[config.mk]
export PLATFORM = sky130hd
export DESIGN_NAME = flow_controlled_byte_fifo_core
export DESIGN_NICKNAME = d
export VERILOG_FILES = /design/src/fcbf_pkg.sv /design/src/fcbf_ram.sv /design/src/flow_controlled_byte_fifo_core.sv
export SDC_FILE = /design/constraint.sdc
export NUM_CORES = 1
export LEC_CHECK = 0
export ABC_CLOCK_PERIOD_IN_PS = 6300
export BUFFER_PORTS_ARGS = -buffer_cell sky130_fd_sc_hd__buf_4
export CAP_MARGIN = 20
export CORE_MARGIN = 5
export CORE_UTILIZATION = 45
export DETAILED_ROUTE_END_ITERATION = 16
export PLACE_DENSITY = 0.66
export SLEW_MARGIN = 20
export SYNTH_ARGS = -nofsm -noshare
export SYNTH_HDL_FRONTEND = slang
export SYNTH_HIERARCHICAL = 1
export SYNTH_SLANG_ARGS = --single-unit
[constraint.sdc]
create_clock -name clk -period 6.3 [get_ports clk]
set_input_delay 0.63 -clock clk [delete_from_list [all_inputs] [get_ports clk]]
set_output_delay 0.63 -clock clk [all_outputs]
set_load 0.02 [all_outputs]
[src/fcbf_pkg.sv]
// Shared types and constants for the flow-controlled byte FIFO.
`timescale 1ns / 1ps

package fcbf_pkg;

  // Default capacity of the byte store, in bytes.
  localparam int DEPTH_DEFAULT = 64;

  // Fixed field widths of the item interface.
  localparam int BYTE_W  = 8;
  localparam int LEN_W   = 7;
  localparam int TOTAL_W = 32;

  // Most bytes that one read or peek may return.
  localparam logic [LEN_W-1:0] RESULT_LIMIT = 7'd64;

  typedef enum logic [1:0] {
    CMD_WRITE = 2'd0,
    CMD_READ  = 2'd1,
    CMD_PEEK  = 2'd2,
    CMD_END   = 2'd3
  } command_t;

  typedef enum logic {
    ST_IDLE   = 1'b0,
    ST_STREAM = 1'b1
  } state_t;

  typedef struct packed {
    command_t                command;
    logic [BYTE_W-1:0]       data_byte;
    logic [LEN_W-1:0]        length;
  } request_t;

  typedef struct packed {
    logic [BYTE_W-1:0]       out_byte;
    logic                    byte_valid;
    logic                    last;
    logic                    accepted;
    logic [LEN_W-1:0]        fill_level;
    logic [LEN_W-1:0]        free_space;
    logic [TOTAL_W-1:0]      total_written;
    logic [TOTAL_W-1:0]      total_read;
    logic                    input_closed;
    logic                    at_eof;
  } result_t;

endpackage

[src/fcbf_ram.sv]
// Generic single-write, single-read RAM with a registered read port.
`timescale 1ns / 1ps

module fcbf_ram #(
  parameter int WIDTH = fcbf_pkg::BYTE_W,
  parameter int DEPTH = fcbf_pkg::DEPTH_DEFAULT
) (
  input  logic                                   clk,
  input  logic                                   we,
  input  logic [((DEPTH > 1) ? $clog2(DEPTH) : 1)-1:0] waddr,
  input  logic [WIDTH-1:0]                       wdata,
  input  logic [((DEPTH > 1) ? $clog2(DEPTH) : 1)-1:0] raddr,
  output logic [WIDTH-1:0]                       rdata
);

  logic [WIDTH-1:0] mem [DEPTH];

  always_ff @(posedge clk) begin
    if (we) begin
      mem[waddr] <= wdata;
    end
    rdata <= mem[raddr];
  end

endmodule

[src/flow_controlled_byte_fifo_core.sv]
// Top level of the flow-controlled byte FIFO: command sequencer and status.
`timescale 1ns / 1ps

// This block keeps a circular byte FIFO of DEPTH bytes and takes one command
// item at a time: an item is accepted at a rising edge where start is high and
// busy is low. Every item answers with one or more results, each shown for
// exactly one cycle while strobe is high; the receiver cannot stall, so it must
// take every result in the cycle it appears. The first result of an item always
// appears in the cycle right after the item was accepted. A write, an end
// command, or a read or peek that returns at most one byte, finishes in that
// single cycle and the block is ready again at once. A read or peek that returns
// n > 1 bytes (n is the requested length, capped at what is held and at 64)
// streams one byte per cycle, and busy stays high until the last address has
// gone to the byte store; the single read port of that store sets this pace.
// All status fields (fill level, free space, totals, input ended, end of
// stream) describe the FIFO after the whole item, so they stay the same on
// every result of a read. The totals saturate at all ones. The byte store is
// not cleared after reset; bytes are only read after they have been written,
// so no clearing pass is needed and the block is ready right after reset.

module flow_controlled_byte_fifo_core #(
  parameter int DEPTH = fcbf_pkg::DEPTH_DEFAULT
) (
  input  logic               clk,
  input  logic               rst,
  input  logic               start,
  output logic               busy,
  input  fcbf_pkg::request_t request,
  output logic               strobe,
  output fcbf_pkg::result_t  result
);

  localparam int PTR_W = (DEPTH > 1) ? $clog2(DEPTH) : 1;
  localparam int CNT_W = $clog2(DEPTH + 1);
  localparam int CMP_W = (CNT_W > fcbf_pkg::LEN_W) ? CNT_W : fcbf_pkg::LEN_W;
  localparam int ADV_W = ((PTR_W > fcbf_pkg::LEN_W) ? PTR_W : fcbf_pkg::LEN_W) + 1;
  localparam int SUM_W = fcbf_pkg::TOTAL_W + 1;
  localparam logic [PTR_W-1:0] LAST_SLOT = PTR_W'(DEPTH - 1);
  localparam logic [fcbf_pkg::LEN_W-1:0] ONE_BYTE = fcbf_pkg::LEN_W'(1);

  // Step a ring pointer by one slot, wrapping at the end of the store.
  function automatic logic [PTR_W-1:0] next_slot(input logic [PTR_W-1:0] p);
    next_slot = (p == LAST_SLOT) ? '0 : p + PTR_W'(1);
  endfunction

  // Sequencer state.
  fcbf_pkg::state_t state, state_next;

  // FIFO state.
  logic [PTR_W-1:0]             write_pointer, write_pointer_next;
  logic [PTR_W-1:0]             read_pointer, read_pointer_next;
  logic [CNT_W-1:0]             held_count, held_count_next;
  logic [fcbf_pkg::TOTAL_W-1:0] written_total, written_total_next;
  logic [fcbf_pkg::TOTAL_W-1:0] read_total, read_total_next;
  logic                         ended_flag, ended_flag_next;

  // Streaming walk through the store for a read or a peek.
  logic [PTR_W-1:0]             cur_ptr, cur_ptr_next;
  logic [fcbf_pkg::LEN_W-1:0]   remain, remain_next;

  // Per-result flags that go out with the strobe.
  logic strobe_next;
  logic res_valid, res_valid_next;
  logic res_last, res_last_next;
  logic res_accepted, res_accepted_next;

  // Byte store ports.
  logic                        ram_we;
  logic [PTR_W-1:0]            ram_raddr;
  logic [fcbf_pkg::BYTE_W-1:0] ram_rdata;

  // Values derived from the incoming item.
  logic                        accept;
  logic                        has_space;
  logic [fcbf_pkg::LEN_W-1:0]  len_clip;
  logic [CMP_W-1:0]            held_cmp;
  logic [CMP_W-1:0]            len_cmp;
  logic [fcbf_pkg::LEN_W-1:0]  take;
  logic [ADV_W-1:0]            adv;
  logic [SUM_W-1:0]            rd_sum;
  logic [CMP_W-1:0]            free_w;

  fcbf_ram #(
    .WIDTH (fcbf_pkg::BYTE_W),
    .DEPTH (DEPTH)
  ) u_ram (
    .clk   (clk),
    .we    (ram_we),
    .waddr (write_pointer),
    .wdata (request.data_byte),
    .raddr (ram_raddr),
    .rdata (ram_rdata)
  );

  assign accept = start && !busy;

  // The number of bytes a read or peek returns: the request, capped at the
  // result limit and at what is held.
  always_comb begin
    len_clip = (request.length > fcbf_pkg::RESULT_LIMIT) ?
               fcbf_pkg::RESULT_LIMIT : request.length;
    held_cmp = CMP_W'(held_count);
    len_cmp  = CMP_W'(len_clip);
    take     = (held_cmp < len_cmp) ? fcbf_pkg::LEN_W'(held_count) : len_clip;
    has_space = held_count < CNT_W'(DEPTH);
    // The pop never passes the write pointer, so one conditional subtract wraps it.
    adv = ADV_W'(read_pointer) + ADV_W'(take);
    if (adv >= ADV_W'(DEPTH)) begin
      adv = adv - ADV_W'(DEPTH);
    end
    rd_sum = {1'b0, read_total} + SUM_W'(take);
  end

  // Next-state logic of the sequencer.
  always_comb begin
    state_next = state;
    case (state)
      fcbf_pkg::ST_IDLE: begin
        if (accept && (request.command == fcbf_pkg::CMD_READ ||
                       request.command == fcbf_pkg::CMD_PEEK) && take > ONE_BYTE) begin
          state_next = fcbf_pkg::ST_STREAM;
        end
      end
      fcbf_pkg::ST_STREAM: begin
        if (remain == ONE_BYTE) begin
          state_next = fcbf_pkg::ST_IDLE;
        end
      end
      default: state_next = fcbf_pkg::ST_IDLE;
    endcase
  end

  // Sequencer outputs: handshake and the read address of the store.
  always_comb begin
    case (state)
      fcbf_pkg::ST_STREAM: begin
        busy      = 1'b1;
        ram_raddr = cur_ptr;
      end
      default: begin
        busy      = 1'b0;
        ram_raddr = read_pointer;
      end
    endcase
  end

  // Datapath next values.
  always_comb begin
    write_pointer_next = write_pointer;
    read_pointer_next  = read_pointer;
    held_count_next    = held_count;
    written_total_next = written_total;
    read_total_next    = read_total;
    ended_flag_next    = ended_flag;
    cur_ptr_next       = cur_ptr;
    remain_next        = remain;
    strobe_next        = 1'b0;
    res_valid_next     = res_valid;
    res_last_next      = res_last;
    res_accepted_next  = res_accepted;
    ram_we             = 1'b0;

    if (state == fcbf_pkg::ST_STREAM) begin
      // One more byte of a multi-byte answer each cycle.
      strobe_next       = 1'b1;
      res_valid_next    = 1'b1;
      res_last_next     = (remain == ONE_BYTE);
      res_accepted_next = 1'b0;
      remain_next       = remain - ONE_BYTE;
      cur_ptr_next      = next_slot(cur_ptr);
    end else if (accept) begin
      strobe_next       = 1'b1;
      res_valid_next    = 1'b0;
      res_last_next     = 1'b1;
      res_accepted_next = 1'b0;
      case (request.command)
        fcbf_pkg::CMD_WRITE: begin
          if (has_space) begin
            ram_we             = 1'b1;
            res_accepted_next  = 1'b1;
            write_pointer_next = next_slot(write_pointer);
            held_count_next    = held_count + CNT_W'(1);
            if (written_total != '1) begin
              written_total_next = written_total + fcbf_pkg::TOTAL_W'(1);
            end
          end
        end
        fcbf_pkg::CMD_END: begin
          ended_flag_next = 1'b1;
        end
        fcbf_pkg::CMD_READ, fcbf_pkg::CMD_PEEK: begin
          if (take != '0) begin
            // The first byte is read now; the rest follow in the stream state.
            res_valid_next = 1'b1;
            res_last_next  = (take == ONE_BYTE);
            remain_next    = take - ONE_BYTE;
            cur_ptr_next   = next_slot(read_pointer);
            if (request.command == fcbf_pkg::CMD_READ) begin
              read_pointer_next = PTR_W'(adv);
              held_count_next   = held_count - CNT_W'(take);
              read_total_next   = rd_sum[SUM_W-1] ? '1 : rd_sum[fcbf_pkg::TOTAL_W-1:0];
            end
          end
        end
        default: begin
          res_last_next = 1'b1;
        end
      endcase
    end
  end

  always_ff @(posedge clk) begin
    if (rst) begin
      state         <= fcbf_pkg::ST_IDLE;
      write_pointer <= '0;
      read_pointer  <= '0;
      held_count    <= '0;
      written_total <= '0;
      read_total    <= '0;
      ended_flag    <= 1'b0;
      cur_ptr       <= '0;
      remain        <= '0;
      strobe        <= 1'b0;
    end else begin
      state         <= state_next;
      write_pointer <= write_pointer_next;
      read_pointer  <= read_pointer_next;
      held_count    <= held_count_next;
      written_total <= written_total_next;
      read_total    <= read_total_next;
      ended_flag    <= ended_flag_next;
      cur_ptr       <= cur_ptr_next;
      remain        <= remain_next;
      strobe        <= strobe_next;
    end
  end

  always_ff @(posedge clk) begin
    res_valid    <= res_valid_next;
    res_last     <= res_last_next;
    res_accepted <= res_accepted_next;
  end

  // Status never changes while a result is shown, so it is read straight from
  // the FIFO state, which already holds the values after the whole item.
  always_comb begin
    free_w                = CMP_W'(DEPTH) - CMP_W'(held_count);
    result.out_byte       = res_valid ? ram_rdata : '0;
    result.byte_valid     = res_valid;
    result.last           = res_last;
    result.accepted       = res_accepted;
    result.fill_level     = fcbf_pkg::LEN_W'(held_cmp);
    result.free_space     = fcbf_pkg::LEN_W'(free_w);
    result.total_written  = written_total;
    result.total_read     = read_total;
    result.input_closed   = ended_flag;
    result.at_eof         = ended_flag && (held_count == '0);
  end

endmodule

-- Word level (Yosys, flattened, before mapping)
Memory sizes are Yosys's and may differ from the RTL's. A register that Yosys moved wholly into a read port is not among the register bits.
Index checks and enable logic that the tools add are counted.
- register bits: 102
- RAM bits: 512
- input bits: 20
- logic and storage cells: 103
- memories: 1
- memory list (name ; words ; width ; rd ports ; clocked after memory_dff ; wr ports ; RTL line ; text):
    u_ram.mem ; 64 ; 8 ; 1 ; 1 ; 1 ; fcbf_ram.sv:16 ; logic [WIDTH-1:0] mem [DEPTH];
- add/sub/neg operators: 12
- $lt $le $gt $ge: 5
- equality and inequality tests: 12
- mux-type cells: 39
- bitwise operators: 1
- reductions and logical operators: 20
- operator list (kind ; number):
    $mux 7 ; 9
    $mux 6 ; 9
    $add 32x7->33 ; 1
    $add 32x1->32 const B ; 1
    $mux 32 ; 1
    $ne 32x32->1 const B ; 1
    $add 6x1->6 const B ; 3
    $eq 6x6->1 const B ; 3
    $mux 1 ; 17
    $eq 7x1->1 const B ; 2
    $pmux 7 s2 ; 1
    $sub 7x1->7 const B ; 2
    $reduce_and 5->1 ; 2
    $add 6x7->8 ; 1
    $ge 8x7->1 const B ; 1
    $mux 8 ; 1
    $reduce_bool 2->1 ; 4
    $add 7x1->7 const B ; 1
    $gt 7x1->1 const B ; 1
    $gt 7x7->1 const B ; 1
    $logic_not 7->1 ; 1
    $lt 7x7->1 ; 1
    $lt 7x7->1 const B ; 1
    $reduce_bool 7->1 ; 1
    other kinds (16) ; 23

-- Logic depth before layout (Yosys ltp)
- word-level depth: 9
- gate-level depth with buffers: 21
- mapped depth without buffers: 18

-- Modules after synthesis
The synthesis kept the hierarchy.
- modules (own cells, without submodules) (module ; times used ; cells each ; area each (sq um) ; seq. area each (sq um)):
    fcbf_ram ; 1 ; 940 ; 20166.8 ; 15534.9
    flow_controlled_byte_fifo_core ; 1 ; 773 ; 6263.5 ; 2052.0

-- Worst setup path before layout
No wires, ideal clock.
- kind: in2reg
- start: input request[6] in the netlist's numbering
- end: register read_total[23] in the netlist's numbering
- library setup time: 78 ps
- arrival time: 4536 ps
- slack: 1686 ps
- stages: 19
- path buffers: 4
- cell sequence: inv_1 -> clkbuf_1 -> nand2_1 -> ha_1 -> a211oi_1 -> o21ai_0 -> a21oi_2 -> clkbuf_1 -> a21oi_1 -> fa_1 -> nor2b_1 -> o31a_1 -> nor2_1 -> o21a_1 -> clkbuf_1 -> or2_2 -> clkbuf_1 -> o311a_1 -> nor3_1
- word-level cells in the longest chain between the ends: 6
- ends and longest elaborated chain (item ; RTL line ; text):
    from (decl) ; flow_controlled_byte_fifo_core.sv:28 ; input fcbf_pkg::request_t request,
    $gt 7x7->1 ; flow_controlled_byte_fifo_core.sv:100 ; len_clip = (request.length > fcbf_pkg::RESULT_LIMIT) ?
    $mux 7 (*) ; flow_controlled_byte_fifo_core.sv:100 ;
    $lt 7x7->1 ; flow_controlled_byte_fifo_core.sv:104 ; take = (held_cmp < len_cmp) ? fcbf_pkg::LEN_W'(held_count) : len_clip;
    $mux 7 (*) ; flow_controlled_byte_fifo_core.sv:104 ;
    $add 32x7->33 / $reduce_bool 7->1 (equally long branches) ; flow_controlled_byte_fifo_core.sv:111, flow_controlled_byte_fifo_core.sv:192 ;
    $mux 32 / $reduce_and 5->1 (equally long branches) ; -- ;
    to (signal assigned) ; flow_controlled_byte_fifo_core.sv:230 ; read_total <= read_total_next;
    to (decl) ; flow_controlled_byte_fifo_core.sv:54 ; logic [fcbf_pkg::TOTAL_W-1:0] read_total, read_total_next;
Mark *: on every way between the ends. The rest lies on a longest branch, timed or not.
A chain may end at the register's enable or synchronous reset.

-- Final worst setup path
- start: register held_count[2], in the netlist held_cmp[2]
- end: register read_total[18] in the netlist's numbering
- word-level cells in the longest chain between the ends: 4
- ends and longest elaborated chain (item ; RTL line ; text):
    from (decl) ; flow_controlled_byte_fifo_core.sv:52 ; logic [CNT_W-1:0] held_count, held_count_next;
    from (signal assigned) ; flow_controlled_byte_fifo_core.sv:228 ; held_count <= held_count_next;
    $lt 7x7->1 ; flow_controlled_byte_fifo_core.sv:104 ;
    $mux 7 (*) ; flow_controlled_byte_fifo_core.sv:104 ;
    $add 32x7->33 / $reduce_bool 7->1 (equally long branches) ; flow_controlled_byte_fifo_core.sv:111, flow_controlled_byte_fifo_core.sv:192 ;
    $mux 32 / $reduce_and 5->1 (equally long branches) ; -- ;
Marks and branches as above.

==> flow_summary_export.csv <==
group,metric,value,unit
logic_synthesis,synth_xor_area_share,2.32,%
clocking,clkSlewWorstSetupHoldPaths,0.06,ns
critical_path,arrival,5.27,ns
layout,seqCellArea,0.0176,sq mm
clocking,cts_buffers,66,
logic_synthesis,synth_mux_area_share,13.0,%
logic_synthesis,synthesis.area,0.0264,sq mm
hold_path,hold_path_class,"input pin to flop",
critical_path,startpoint_type,"flop",
power,vdd_ir_drop_max,288,uV
logic_synthesis,async_flop_share,0,%
logic_synthesis,yosysWarnings,6,
logic_synthesis,yosys.area_share.adder,2.03,%
timing,post-route-min-period,4.83,ns
global_route,antenna_found_initial,1,
floorplanning,dieArea,0.0637,sq mm
placed_design,io_buffers,112,
logic_synthesis,yosysTopAreaCellShare,58.3,%
layout,diodes,0,
timing,worst_pin_slew,1.07,ns
logic_synthesis,synth.area.top_cells,"edfxtp_1 (58%), mux4_2 (11%), dfxtp_1 (8.3%), nor2_1 (2.3%), ha_1 (1.8%)",
logic_synthesis,synth_cells,1713,
logic_synthesis,synth-compound-area-share,5.45,%
logic_synthesis,synth-seq-area-share,66.5,%
route,ant_nets,0,
placed_design,placed_cells,2522,
clocking,cts_root_buf,"clkbuf_16",
clocking,ctsResizeCount,0,
floorplanning,rows,88,
clocking,htreeDepth,3,
timing,clock_skew,0.0178,ns
global_route,grt_overflow,0,
job,drv_cap,0,
timing,finalWorstSetupSlack,1.47,ns
clocking,clk_path_buf_depth,3,
logic_synthesis,avgSynthCellArea,15.4,sq um
clocking,cts_tree,"done",
route,wl,61100,um
floorplanning,core,0.0579,sq mm
layout,final_util,51.8,%
timing,fin_crit_sh,76.7,%
route,avgRoutedWirePerCell,23.2,um
run_status,status,"completed",
placed_design,gp_congestion,0.852,
timing,finalSetupTns,0,ns
global_route,grt_use_total,19.0,%
logic_synthesis,synth_edf_count,513,
clocking,clock_latency,0.60,ns
critical_path,crit_type,"flop to flop",
power,power_density,324,mW/mm^2
timing,setup_viol,0,
power,power_leakage,9.61,nW
clocking,hold_buffers,0,
critical_path,path_max_fanout,22,
logic_synthesis,yosysMostFrequentCell,"edfxtp_1",
placed_design,dp_hpwl,37900,um
timing,slew_viol_final,0,
layout,drive_gt1_share,20.5,%
route,first_pass_iters,5,
timing,slew_headroom,28.3,%
global_route,grt_pass1_vias,15405,
floorplanning,die_height,252,um
timing,hold_viol_final,0,
critical_path,cp-end-kind,"flop",
floorplanning,pin_count,113,
clocking,clkSinkCount,622,
logic_synthesis,dominantRegCellSynth,"edfxtp_1",
logic_synthesis,yosys.area_share.simple,8.33,%
clocking,postCtsSetupRepairBufs,0,
route,drcViolationCount,0,
layout,stdcell_count,2639,
timing,grt_setup_unrepaired,"false",
layout,n_fill_cell,4746,
timing,timing.fmax,207,MHz
route,vias,15498,
layout,multiInputGateArea,0.00826,sq mm
route,drt_iter0_drc,1236,
global_route,grt_first_pass_wirelength,93500,um
route,routed_via_density,5.87,
placed_design,dp_slack,0.983,ns
logic_synthesis,yosysTopAreaCell,"edfxtp_1",
logic_synthesis,synth.ff_latch_count,622,
critical_path,crit_required,6.74,ns
layout,nNetsFinal,1886,
logic_synthesis,synth_commonest_cells,"edfxtp_1 (513), nor2_1 (164), mux4_2 (126), dfxtp_1 (109), nand2_1 (89)",
layout,area_growth,13.6,%
global_route,grt_max_degree,88,
logic_synthesis,yosys.cell_types.count,77,
floorplanning,die_w,252,um
logic_synthesis,synth_top_family_by_area,"multiplexers",
logic_synthesis,syn-num-nets,1774,
floorplanning,start_util,45.6,%
-- registers in the layout, indices dropped and copies added, names as in the netlist --
| name | cells |
|---|---|
| cur_ptr | 6 |
| ended_flag | 1 |
| held_cmp | 7 |
| read_pointer | 6 |
| read_total | 32 |
| remain | 7 |
| res_accepted | 1 |
| res_last | 1 |
| res_valid | 1 |
| state | 1 |
| strobe | 1 |
| u_ram/mem | 512 |
| u_ram/rdata | 8 |
| write_pointer | 6 |
| written_total | 32 |
-- path summary, 6_finish.rpt --
path | from | slack (ns) | cells past startpoint | end
setup / recovery | held_cmp[2]$_SDFFE_PP0P_ | 1.47 | 13 | read_total[18]$_SDFFE_PP0P_
hold / removal | start | 0.28 | 2 | res_valid$_SDFFE_PP1P_
setup reg to reg | held_cmp[2]$_SDFFE_PP0P_ | 1.47 | 13 | read_total[18]$_SDFFE_PP0P_
hold reg to reg | res_accepted$_SDFFE_PP0P_ | 0.46 | 1 | res_accepted$_SDFFE_PP0P_
-- per-stage QoR --
step	cell area (sq um)	total power, mW	hold slack, ns
3_3_place_gp	27900	6.08	0.442
2_1_floorplan	26400	5.64	0.428
4_1_cts	30000	9.83	0.246
6_report	30000	9.74	0.278
3_5_place_dp	27900	6.09	0.449
5_1_grt	30000	10.1	0.309
-- cell usage in the layout, fill, tap and decap left out, types with 11 or more instances in the layout --
cell / instances
mux2_2: 21
ha_1: 38
o22ai_1: 12
mux4_2: 126
mux2i_1: 32
a211oi_1: 14
nor3_1: 35
and2_1: 13
xnor2_1: 41
nand4_1: 14
nor4_1: 16
edfxtp_1: 513
xor2_1: 29
o21ai_0: 53
nor2b_1: 20
nand2_1: 89
a31oi_1: 12
and4_1: 12
nor2_1: 164
clkbuf_1: 21
dfxtp_1: 109
a21oi_1: 49
inv_1: 38
clkbuf_16: 67
or3_1: 11
nand3_1: 48
buf_4: 127
-- power breakdown --
group          switching [mW]  total, mW  internal (mW)  leakage, nW
Combinational           0.814       1.38          0.571         3.10
Clock                    1.58       3.73           2.15         1.01
Sequential              0.107       4.63           4.52         5.49
-- cells by family (layout without fill, tap and decap cells) --
| kind of cell | after synthesis | after routing |
|---|---|---|
| DFF | 622 | 622 |
| and+or+nand+nor | 459 | 459 |
| AOI/OAI and AO/OA | 216 | 216 |
| muxes | 182 | 182 |
| buffers and inverters | 123 | 284 |
| xor gates and xnor gates | 70 | 70 |
| adders and majority gates | 41 | 41 |
-- area by class of cell --
type                       instances  share of cell area (%)
tap                              765                    3.19
inverter                          39                   0.488
multi-input combinational        968                    27.5
clock inverter                    22                   0.825
clock buffer                      95                    6.17
sequential                       622                    58.6
timing repair buffer             128                    3.24
-- critical path, cell delays in order, from the launching register on --
cell	delay, ns
dfxtp_1	0.61
ha_1	0.33
a211oi_1	0.19
o21ai_0	0.25
a21oi_2	0.45
buf_4	0.24
nor2_1	0.05
a21oi_1	0.44
ha_1	0.28
nand2_1	0.12
o2111ai_2	0.84
nor2_1	0.24
nand3_1	0.44
o21ai_0	0.17
-- metal layers --
metal	up-vias	track usage [%]	share of wire [%]
li1	6908	-	-
met2	567	31.2	49
met5	-	0	0
met4	0	5.68	2.6
met1	7918	26.4	42
met3	105	3.12	6.6
Note: power is estimated with default switching activity, not from simulation.
